## config.mk

```make
export PLATFORM = sky130hd
export DESIGN_NAME = pin_change_capture_unit
export DESIGN_NICKNAME = d
export VERILOG_FILES = /design/src/rtl/pcc_pkg.sv /design/src/rtl/pin_change_capture_unit.sv
export SDC_FILE = /design/constraint.sdc
export NUM_CORES = 2
export LEC_CHECK = 0
export BUFFER_PORTS_ARGS = -buffer_cell sky130_fd_sc_hd__buf_2
export CORE_MARGIN = 5
export CORE_UTILIZATION = 66
export CTS_CLUSTER_SIZE = 12
export DETAILED_ROUTE_END_ITERATION = 8
export GPL_ROUTABILITY_DRIVEN = 0
export PLACE_DENSITY = 0.95
export SLEW_MARGIN = 20
export SYNTH_ARGS = -nofsm -noshare
export SYNTH_HDL_FRONTEND = slang
export SYNTH_SLANG_ARGS = --single-unit
```

## constraint.sdc

```tcl
create_clock -name i_clk -period 14.4 [get_ports i_clk]
set_input_delay 2.88 -clock i_clk [delete_from_list [all_inputs] [get_ports i_clk]]
set_output_delay 2.88 -clock i_clk [all_outputs]
set_load 0.02 [all_outputs]
```

## src/rtl/pcc_pkg.sv

```systemverilog
// ----------------------------------------------------------------------------
// pcc_pkg
// Widths, constants, the per-beat pipeline record and the pin popcount
// shared by the pin change capture unit.
// ----------------------------------------------------------------------------
package pcc_pkg;

    localparam int LEVEL_W = 8;
    localparam int IDX_W   = 6;
    localparam int TIME_W  = 64;
    localparam int DUR_W   = 32;
    localparam int NUM_W   = 16;
    localparam int CNT_W   = 32;
    localparam int REL_W   = 32;
    localparam int ACT_W   = 4;
    localparam int TOP_PIN = 7;

    localparam int PROD_W = IDX_W + DUR_W;
    localparam int PART_W = PROD_W / 2;

    localparam int SAMPLES_PER_PACKET_DEF = 64;

    localparam logic [CNT_W-1:0] COUNT_MAX = '1;

    typedef struct packed {
        logic               change;
        logic [LEVEL_W-1:0] levels;
        logic [LEVEL_W-1:0] mask;
        logic               lost;
        logic [CNT_W-1:0]   events;
        logic [CNT_W-1:0]   samples;
        logic [ACT_W-1:0]   active;
        logic               done;
        logic               first;
        logic [REL_W-1:0]   start_lo;
    } t_info;

    function automatic logic [ACT_W-1:0] ones_in(input logic [LEVEL_W-1:0] v);
        logic [ACT_W-1:0] n;
        n = '0;
        for (int k = 0; k <= TOP_PIN; k++) begin
            n = n + ACT_W'(v[k]);
        end
        return n;
    endfunction

endpackage

```

## src/rtl/pin_change_capture_unit.sv

```systemverilog
// ----------------------------------------------------------------------------
// pin_change_capture_unit
// Transition detector for an eight-pin capture stream with interpolated
// change times, lost-packet check and saturating statistics.
// Throughput: one beat per cycle while not stalled; the divide by the packet
// sample spacing is a reciprocal multiply split into partial products over
// two stages, and each beat passes stages s1 to s4 and the output register.
// Reset clears the pipeline valid flags, the previous levels, the packet
// number check, the first change time flag, the pin mask and both counters.
// ----------------------------------------------------------------------------
module pin_change_capture_unit #(
    parameter int SAMPLES_PER_PACKET = pcc_pkg::SAMPLES_PER_PACKET_DEF
) (
    input  logic                         i_clk,
    input  logic                         i_rst_n,

    input  logic                         i_valid,
    output logic                         o_stall,
    input  logic [pcc_pkg::LEVEL_W-1:0]  i_pin_sample,
    input  logic [pcc_pkg::IDX_W-1:0]    i_sample_index,
    input  logic [pcc_pkg::TIME_W-1:0]   i_packet_start_time,
    input  logic [pcc_pkg::DUR_W-1:0]    i_packet_duration,
    input  logic [pcc_pkg::NUM_W-1:0]    i_packet_number,
    input  logic                         i_final_packet,

    output logic                         o_valid,
    input  logic                         i_stall,
    output logic                         o_change_valid,
    output logic signed [pcc_pkg::REL_W-1:0] o_relative_time,
    output logic [pcc_pkg::LEVEL_W-1:0]  o_new_levels,
    output logic [pcc_pkg::LEVEL_W-1:0]  o_changed_mask,
    output logic                         o_packet_lost,
    output logic [pcc_pkg::CNT_W-1:0]    o_event_total,
    output logic [pcc_pkg::CNT_W-1:0]    o_sample_total,
    output logic [pcc_pkg::ACT_W-1:0]    o_active_pin_count,
    output logic                         o_capture_done
);

    localparam int Div     = SAMPLES_PER_PACKET - 1;
    localparam int DivLog  = $clog2(Div);
    localparam int Shift   = pcc_pkg::PROD_W + DivLog;
    localparam int RecipW  = pcc_pkg::PROD_W + 1;
    localparam int HiW     = RecipW - pcc_pkg::PART_W;
    localparam int PHiW    = pcc_pkg::PROD_W - pcc_pkg::PART_W;
    localparam int FullW   = pcc_pkg::PROD_W + RecipW;
    localparam int LlW     = 2 * pcc_pkg::PART_W;
    localparam int LhW     = pcc_pkg::PART_W + HiW;
    localparam int HlW     = PHiW + pcc_pkg::PART_W;
    localparam int HhW     = PHiW + HiW;
    localparam logic [63:0] RecipFull =
        ((64'd1 << Shift) + 64'(Div) - 64'd1) / 64'(Div);
    localparam logic [RecipW-1:0] Recip   = RecipFull[RecipW-1:0];
    localparam logic [pcc_pkg::PART_W-1:0] RecipLo = Recip[pcc_pkg::PART_W-1:0];
    localparam logic [HiW-1:0] RecipHi = Recip[RecipW-1:pcc_pkg::PART_W];

    // Architectural state.
    logic [pcc_pkg::LEVEL_W-1:0] r_prev,    n_prev;
    logic [pcc_pkg::NUM_W-1:0]   r_exp,     n_exp;
    logic                        r_exp_valid, n_exp_valid;
    logic                        r_first_set, n_first_set;
    logic [pcc_pkg::REL_W-1:0]   r_first_time;
    logic [pcc_pkg::LEVEL_W-1:0] r_toggled, n_toggled;
    logic [pcc_pkg::CNT_W-1:0]   r_events,  n_events;
    logic [pcc_pkg::CNT_W-1:0]   r_samples, n_samples;

    // Pipeline.
    logic r_s1_v, r_s2_v, r_s3_v, r_s4_v, r_s5_v;
    logic free1, free2, free3, free4, free5, accept;

    pcc_pkg::t_info r_s1_info, r_s2_info, r_s3_info, r_s4_info, n_info;
    logic [pcc_pkg::PROD_W-1:0]      r_s1_prod;
    logic [2*pcc_pkg::PART_W-1:0]    r_s2_ll;
    logic [pcc_pkg::PART_W+HiW-1:0]  r_s2_lh;
    logic [PHiW+pcc_pkg::PART_W-1:0] r_s2_hl;
    logic [PHiW+HiW-1:0]             r_s2_hh;
    logic [pcc_pkg::REL_W-1:0]       r_s3_quo;
    logic [pcc_pkg::REL_W-1:0]       r_s4_tlo;

    logic                        r_out_change;
    logic [pcc_pkg::REL_W-1:0]   r_out_rel;
    logic [pcc_pkg::LEVEL_W-1:0] r_out_levels;
    logic [pcc_pkg::LEVEL_W-1:0] r_out_mask;
    logic                        r_out_lost;
    logic [pcc_pkg::CNT_W-1:0]   r_out_events;
    logic [pcc_pkg::CNT_W-1:0]   r_out_samples;
    logic [pcc_pkg::ACT_W-1:0]   r_out_active;
    logic                        r_out_done;

    logic [pcc_pkg::LEVEL_W-1:0] diff;
    logic [pcc_pkg::CNT_W:0]     event_sum;
    logic [pcc_pkg::PART_W-1:0]  p_lo;
    logic [PHiW-1:0]             p_hi;
    logic [FullW-1:0]            full_prod;
    logic [FullW-1:0]            shifted;

    assign free5  = !r_s5_v || !i_stall;
    assign free4  = !r_s4_v || free5;
    assign free3  = !r_s3_v || free4;
    assign free2  = !r_s2_v || free3;
    assign free1  = !r_s1_v || free2;
    assign accept = i_valid && free1;
    assign o_stall = !free1;

    always_comb begin
        diff        = i_pin_sample ^ r_prev;
        n_prev      = r_prev;
        n_exp       = r_exp;
        n_exp_valid = r_exp_valid;
        n_first_set = r_first_set;
        n_toggled   = r_toggled;
        n_events    = r_events;
        n_samples   = (r_samples == pcc_pkg::COUNT_MAX) ? r_samples
                                                        : r_samples + pcc_pkg::CNT_W'(1);
        event_sum   = {1'b0, r_events} + (pcc_pkg::CNT_W + 1)'(pcc_pkg::ones_in(diff));

        n_info          = '0;
        n_info.samples  = n_samples;
        n_info.start_lo = i_packet_start_time[pcc_pkg::REL_W-1:0];
        n_info.done     = i_final_packet && (32'(i_sample_index) == 32'(Div));

        if (i_sample_index == '0) begin
            n_info.lost = r_exp_valid && (i_packet_number != r_exp);
            n_exp       = i_packet_number + pcc_pkg::NUM_W'(1);
            n_exp_valid = 1'b1;
        end

        if (diff != '0) begin
            n_info.change = 1'b1;
            n_info.levels = i_pin_sample;
            n_info.mask   = diff;
            n_info.first  = !r_first_set;
            n_first_set   = 1'b1;
            n_toggled     = r_toggled | diff;
            n_events      = event_sum[pcc_pkg::CNT_W] ? pcc_pkg::COUNT_MAX
                                                      : event_sum[pcc_pkg::CNT_W-1:0];
            n_prev        = i_pin_sample;
        end

        n_info.events = n_events;
        n_info.active = pcc_pkg::ones_in(n_toggled);
    end

    assign p_lo = r_s1_prod[pcc_pkg::PART_W-1:0];
    assign p_hi = r_s1_prod[pcc_pkg::PROD_W-1:pcc_pkg::PART_W];

    assign full_prod = (FullW'(r_s2_hh) << (2 * pcc_pkg::PART_W))
                     + ((FullW'(r_s2_lh) + FullW'(r_s2_hl)) << pcc_pkg::PART_W)
                     + FullW'(r_s2_ll);
    assign shifted   = full_prod >> Shift;

    always_ff @(posedge i_clk) begin
        if (!i_rst_n) begin
            r_prev      <= '0;
            r_exp       <= '0;
            r_exp_valid <= 1'b0;
            r_first_set <= 1'b0;
            r_toggled   <= '0;
            r_events    <= '0;
            r_samples   <= '0;
            r_s1_v      <= 1'b0;
            r_s2_v      <= 1'b0;
            r_s3_v      <= 1'b0;
            r_s4_v      <= 1'b0;
            r_s5_v      <= 1'b0;
        end else begin
            if (accept) begin
                r_prev      <= n_prev;
                r_exp       <= n_exp;
                r_exp_valid <= n_exp_valid;
                r_first_set <= n_first_set;
                r_toggled   <= n_toggled;
                r_events    <= n_events;
                r_samples   <= n_samples;
            end
            if (free1) r_s1_v <= i_valid;
            if (free2) r_s2_v <= r_s1_v;
            if (free3) r_s3_v <= r_s2_v;
            if (free4) r_s4_v <= r_s3_v;
            if (free5) r_s5_v <= r_s4_v;
        end
    end

    always_ff @(posedge i_clk) begin
        if (free1) begin
            r_s1_info <= n_info;
            r_s1_prod <= pcc_pkg::PROD_W'(i_sample_index) * pcc_pkg::PROD_W'(i_packet_duration);
        end
        if (free2) begin
            r_s2_info <= r_s1_info;
            r_s2_ll   <= LlW'(p_lo) * LlW'(RecipLo);
            r_s2_lh   <= LhW'(p_lo) * LhW'(RecipHi);
            r_s2_hl   <= HlW'(p_hi) * HlW'(RecipLo);
            r_s2_hh   <= HhW'(p_hi) * HhW'(RecipHi);
        end
        if (free3) begin
            r_s3_info <= r_s2_info;
            r_s3_quo  <= shifted[pcc_pkg::REL_W-1:0];
        end
        if (free4) begin
            r_s4_info <= r_s3_info;
            r_s4_tlo  <= r_s3_info.start_lo + r_s3_quo;
        end
        if (free5) begin
            r_out_change  <= r_s4_info.change;
            r_out_levels  <= r_s4_info.levels;
            r_out_mask    <= r_s4_info.mask;
            r_out_lost    <= r_s4_info.lost;
            r_out_events  <= r_s4_info.events;
            r_out_samples <= r_s4_info.samples;
            r_out_active  <= r_s4_info.active;
            r_out_done    <= r_s4_info.done;
            if (r_s4_info.change && !r_s4_info.first) begin
                r_out_rel <= r_s4_tlo - r_first_time;
            end else begin
                r_out_rel <= '0;
            end
        end
        if (free5 && r_s4_v && r_s4_info.first) begin
            r_first_time <= r_s4_tlo;
        end
    end

    assign o_valid            = r_s5_v;
    assign o_change_valid     = r_out_change;
    assign o_relative_time    = r_out_rel;
    assign o_new_levels       = r_out_levels;
    assign o_changed_mask     = r_out_mask;
    assign o_packet_lost      = r_out_lost;
    assign o_event_total      = r_out_events;
    assign o_sample_total     = r_out_samples;
    assign o_active_pin_count = r_out_active;
    assign o_capture_done     = r_out_done;

    a_no_change_is_quiet: assert property (@(posedge i_clk) disable iff (!i_rst_n)
        (o_valid && !o_change_valid) |-> (o_relative_time == '0 && o_changed_mask == '0
                                          && o_new_levels == '0))
        else $error("quiet beat carries change data");

    a_first_after_set: assert property (@(posedge i_clk) disable iff (!i_rst_n)
        (r_s4_v && r_s4_info.first) |-> r_first_set)
        else $error("first change in flight without first change flag");

    a_samples_monotonic: assert property (@(posedge i_clk) disable iff (!i_rst_n)
        $past(i_rst_n) |-> (r_samples >= $past(r_samples)))
        else $error("sample counter went backwards");

endmodule
```

==> metrics.log <==
[metrics] CP Launch Type: input pin
[metrics] number of core rows: 102
[metrics] total number of clock tree sinks: 926
[metrics] count of H-tree levels built during CTS: 3
[metrics] violation count after the first detailed-route iteration: 3301
[metrics] number of global-route vias before repair: 34415
[metrics] final setup fails: 0
[metrics] average wire length per cell after detail routing: 20.3 um
[metrics] number of storage elements in the synthesis netlist: 926
[metrics] average footprint of a synthesized cell: 12.2 um^2
[metrics] clk slew on worst S/H paths: 60 ps
[metrics] run status: finished clean
[metrics] number of stages on the worst hold path: 0
[metrics] crit-path most repeated cell: fa_1
[metrics] startpoint of the worst hold path: r_s4_info[95]
[metrics] Max Root-Sink Buffers: 3
[metrics] total number of nets in the final design: 5227
[metrics] Port-buffer cells: 219
[metrics] pin count of the biggest net entering global routing: 165
[metrics] relative max-transition margin: 25.5%
[metrics] overall overflow remaining after global route: 0
[metrics] height of the chip: 289 um
[metrics] netlist area before placement: 51300 um^2
[metrics] post-synth cell types: 89
[metrics] number of instances in the synthesized netlist: 4198
[metrics] core footprint: 77300 um^2
[metrics] router iterations before antenna repair: 7
[metrics] quantity of hold-fixing buffers added after cts: 0
[metrics] period utilization: 55.4%
[metrics] via count of the routed design: 33645
[metrics] total half-perimeter wirelength after legalization and detailed placement: 78100 um
[metrics] critical-path cell with the highest stage delay: fa_1
[metrics] logic depth of the worst register-to-register path: 17
[metrics] fin. max-slew vios: 0
[metrics] worst flop-to-flop path startpoint: r_prev[0]
[metrics] cell at the root of the clock tree: clkbuf_16
[metrics] all-layer global routing usage: 27.1%
[metrics] post-place instance area: 53500 um^2
[metrics] post-route clock skew: 45.3 ps
[metrics] number of buffers created by CTS: 93
[metrics] number of top-level pins: 252
[metrics] number of enable-type register cells in the synthesized netlist: 823
[metrics] wire length after detailed routing: 113000 um
[metrics] number of instances in the placed design: 5388
[metrics] slew at the pin closest to its max-slew limit: 1120 ps
[metrics] cells along the critical path: buf_2, xor2_1, inv_1, fa_1, inv_1, fa_1, fa_1, fa_1, fa_1, a21o_1, a21oi_1, nor4_1, and3_1, nand2_1, buf_4, o21ai_0, nor2_1, nor3b_1
[metrics] asr flop ratio synth: 0%
[metrics] antenna viol nets, final: 0
[metrics] post-route minimum period: 7980 ps
[metrics] Fin Hold WS: 389 ps
[metrics] layout cells sized above 1: 9.33%
[metrics] final standard cell count with taps included and fillers excluded: 5565
[metrics] Die Area: 83400 um^2
[metrics] starting density of the core: 66.3%
[metrics] die extent in x: 289 um
[metrics] final hold violation count: 0
[metrics] post-CTS setup buffers: 0
[metrics] DR vias/cell: 6.05
[metrics] Seq/Total Area, Yosys: 52.2%
[metrics] critical register-to-register path endpoint: r_events[31]
[metrics] Layout Cell Area excl Fill: 56500 um^2
[metrics] wire length of the first global-routing pass: 181000 um
[metrics] layout overhead on the synthesized area: 10.1%
[metrics] setup repair after global routing missed its margin: false
[metrics] initial antenna violation count: 5
[metrics] Residual DRC: 0
[metrics] Max Cap Violations: 0
[metrics] minimum setup slack among reg-to-reg paths: 8380 ps
[metrics] clock tree from TritonCTS: done
[metrics] critical path fanouts, max: 27
[metrics] fmax: 0.125 GHz
[metrics] crit path capture type: flop
[metrics] Post-synth top flop: edfxtp_1
[metrics] type of the tightest min-delay check: flop to flop
[metrics] Setup CP Type: input pin to flop
[metrics] insertion delay of the later-clocked pin in the worst-skew pair: 650 ps
[metrics] Data arrival, critical path: 8470 ps
[metrics] Data required, critical path: 14890 ps
[metrics] maximum cell stage delay along the critical path: 510 ps
[metrics] Mapped Nets: 4982
[metrics] Worst Hold Path EP: o_event_total[25]
[metrics] # fillers: 4531
[metrics] setup total negative slack: 0 ps
[metrics] count of yosys warnings during synthesis: 0
[metrics] number of gates resized after cts: 0
## area by class of cell
class	instances	area [um^2]	area share, %
antenna	4	10.0	0.0177
tap	1040	1300	2.30
inverter	448	1690	2.99
multi-input combinational	2742	22600	40.0
clock buffer	153	2710	4.79
timing repair buffer	232	1210	2.14
clock inverter	20	233	0.412
sequential	926	26800	47.4
## layout by cell type, fill, tap and decap left out, types with 9 or more instances in the layout
cell type and instances:
clkbuf_1 49, fa_1 184, a211o_1 9, nand2b_1 40, buf_4 11, nand2_1 286, nor2b_1 39, nor3_1 44
o21ai_1 14, nand3_1 93, xnor2_1 227, and2_1 166, a21oi_1 188, o211a_1 40, nor4_1 13, a211oi_1 9
a31o_2 9, o21ai_0 109, or2_2 18, buf_2 219, inv_1 446, nand4_1 42, o211ai_1 15, and3_1 46
a21boi_0 25, xor2_1 132, o21bai_1 22, a31oi_1 18, o21a_1 29, dfxtp_1 103, a21o_1 91, edfxtp_1 823
clkbuf_16 97, o31ai_1 11, nor2_1 222, or3_1 17, ha_1 469
## per-layer routing
layer  global-route usage, %  part of all wire (%)
met1                    35.0                    38
met2                    46.0                    49
met3                    4.15                   8.0
met4                    12.0                   4.9
met5                       0                     0
## metrics by stage
step	utilization, %	setup WS, ps
6_report	73.1	6420
5_1_grt	73.1	6270
4_1_cts	73.0	6650
3_5_place_dp	69.2	5990
3_3_place_gp	69.2	6110
2_1_floorplan	-	3270
## flip-flops by register name (all words and copies together) (netlist names), 37 cells and up
register	flops
r_s2_lh	38
r_s2_hh	37
r_s1_prod	38
r_s3_info	120
r_s4_info	88
r_s2_info	120
r_s1_info	120
## worst max-delay path: cells and delay by family
| family | cells | cell delay, ps |
|---|---|---|
| buffers and inverters | 4 | 690 |
| XOR/XNOR | 1 | 430 |
| AND/OR/NAND/NOR | 5 | 1280 |
| AO/OA/AOI/OAI | 3 | 840 |
| adder cells (fa/ha/maj) | 5 | 2330 |
## synthesized netlist by cell type, types with 11 or more instances
cell type	number	area (um^2)
a21boi_0	25	188
a21o_1	91	683
a21oi_1	188	941
a31oi_1	18	113
and2_1	167	1040
and3_1	46	288
clkbuf_1	76	285
dfxtp_1	103	2060
edfxtp_1	823	24700
fa_1	184	3680
ha_1	469	5870
inv_1	448	1680
nand2_1	288	1080
nand2b_1	40	250
nand3_1	94	470
nand4_1	42	263
nor2_1	224	841
nor2b_1	39	244
nor3_1	44	220
nor4_1	13	81.3
o211a_1	40	400
o211ai_1	15	113
o21a_1	29	218
o21ai_0	109	546
o21ai_1	14	70.1
o21bai_1	22	165
o31ai_1	11	82.6
or2_2	18	113
or3_1	17	106
xnor2_1	227	1990
xor2_1	132	1160
## cell families (layout without fill, tap and decap cells)
kind of cell | count (synthesis) | in the layout | share of synthesized area (%)
AOI/OAI and AO/OA | 666 | 666 | 8.89
and+or+nand+nor | 1060 | 1060 | 10.2
other | 0 | 4 | 0
muxes | 4 | 4 | 0.0902
xor gates and xnor gates | 359 | 359 | 6.13
buffers and inverters | 530 | 853 | 3.88
DFF | 926 | 926 | 52.2
adders and majority gates | 653 | 653 | 18.6
## worst max-delay path by stage
stage                       from       endpoint  slack [ps]  cells after the start
6_report         i_pin_sample[0]   r_events[31]        6420                     18
5_1_grt        i_sample_index[5]  r_s1_prod[36]        6270                     18
4_1_cts          i_pin_sample[0]   r_events[31]        6650                     18
3_5_place_dp   i_sample_index[4]  r_s1_prod[37]        5990                     20
3_3_place_gp   i_sample_index[4]  r_s1_prod[37]        6110                     20
2_1_floorplan            i_stall        o_stall        3270                      4
Power is left out: the tool's default activity adds up to more than one toggle a clock period on the data nets, which glitch-free logic cannot reach.
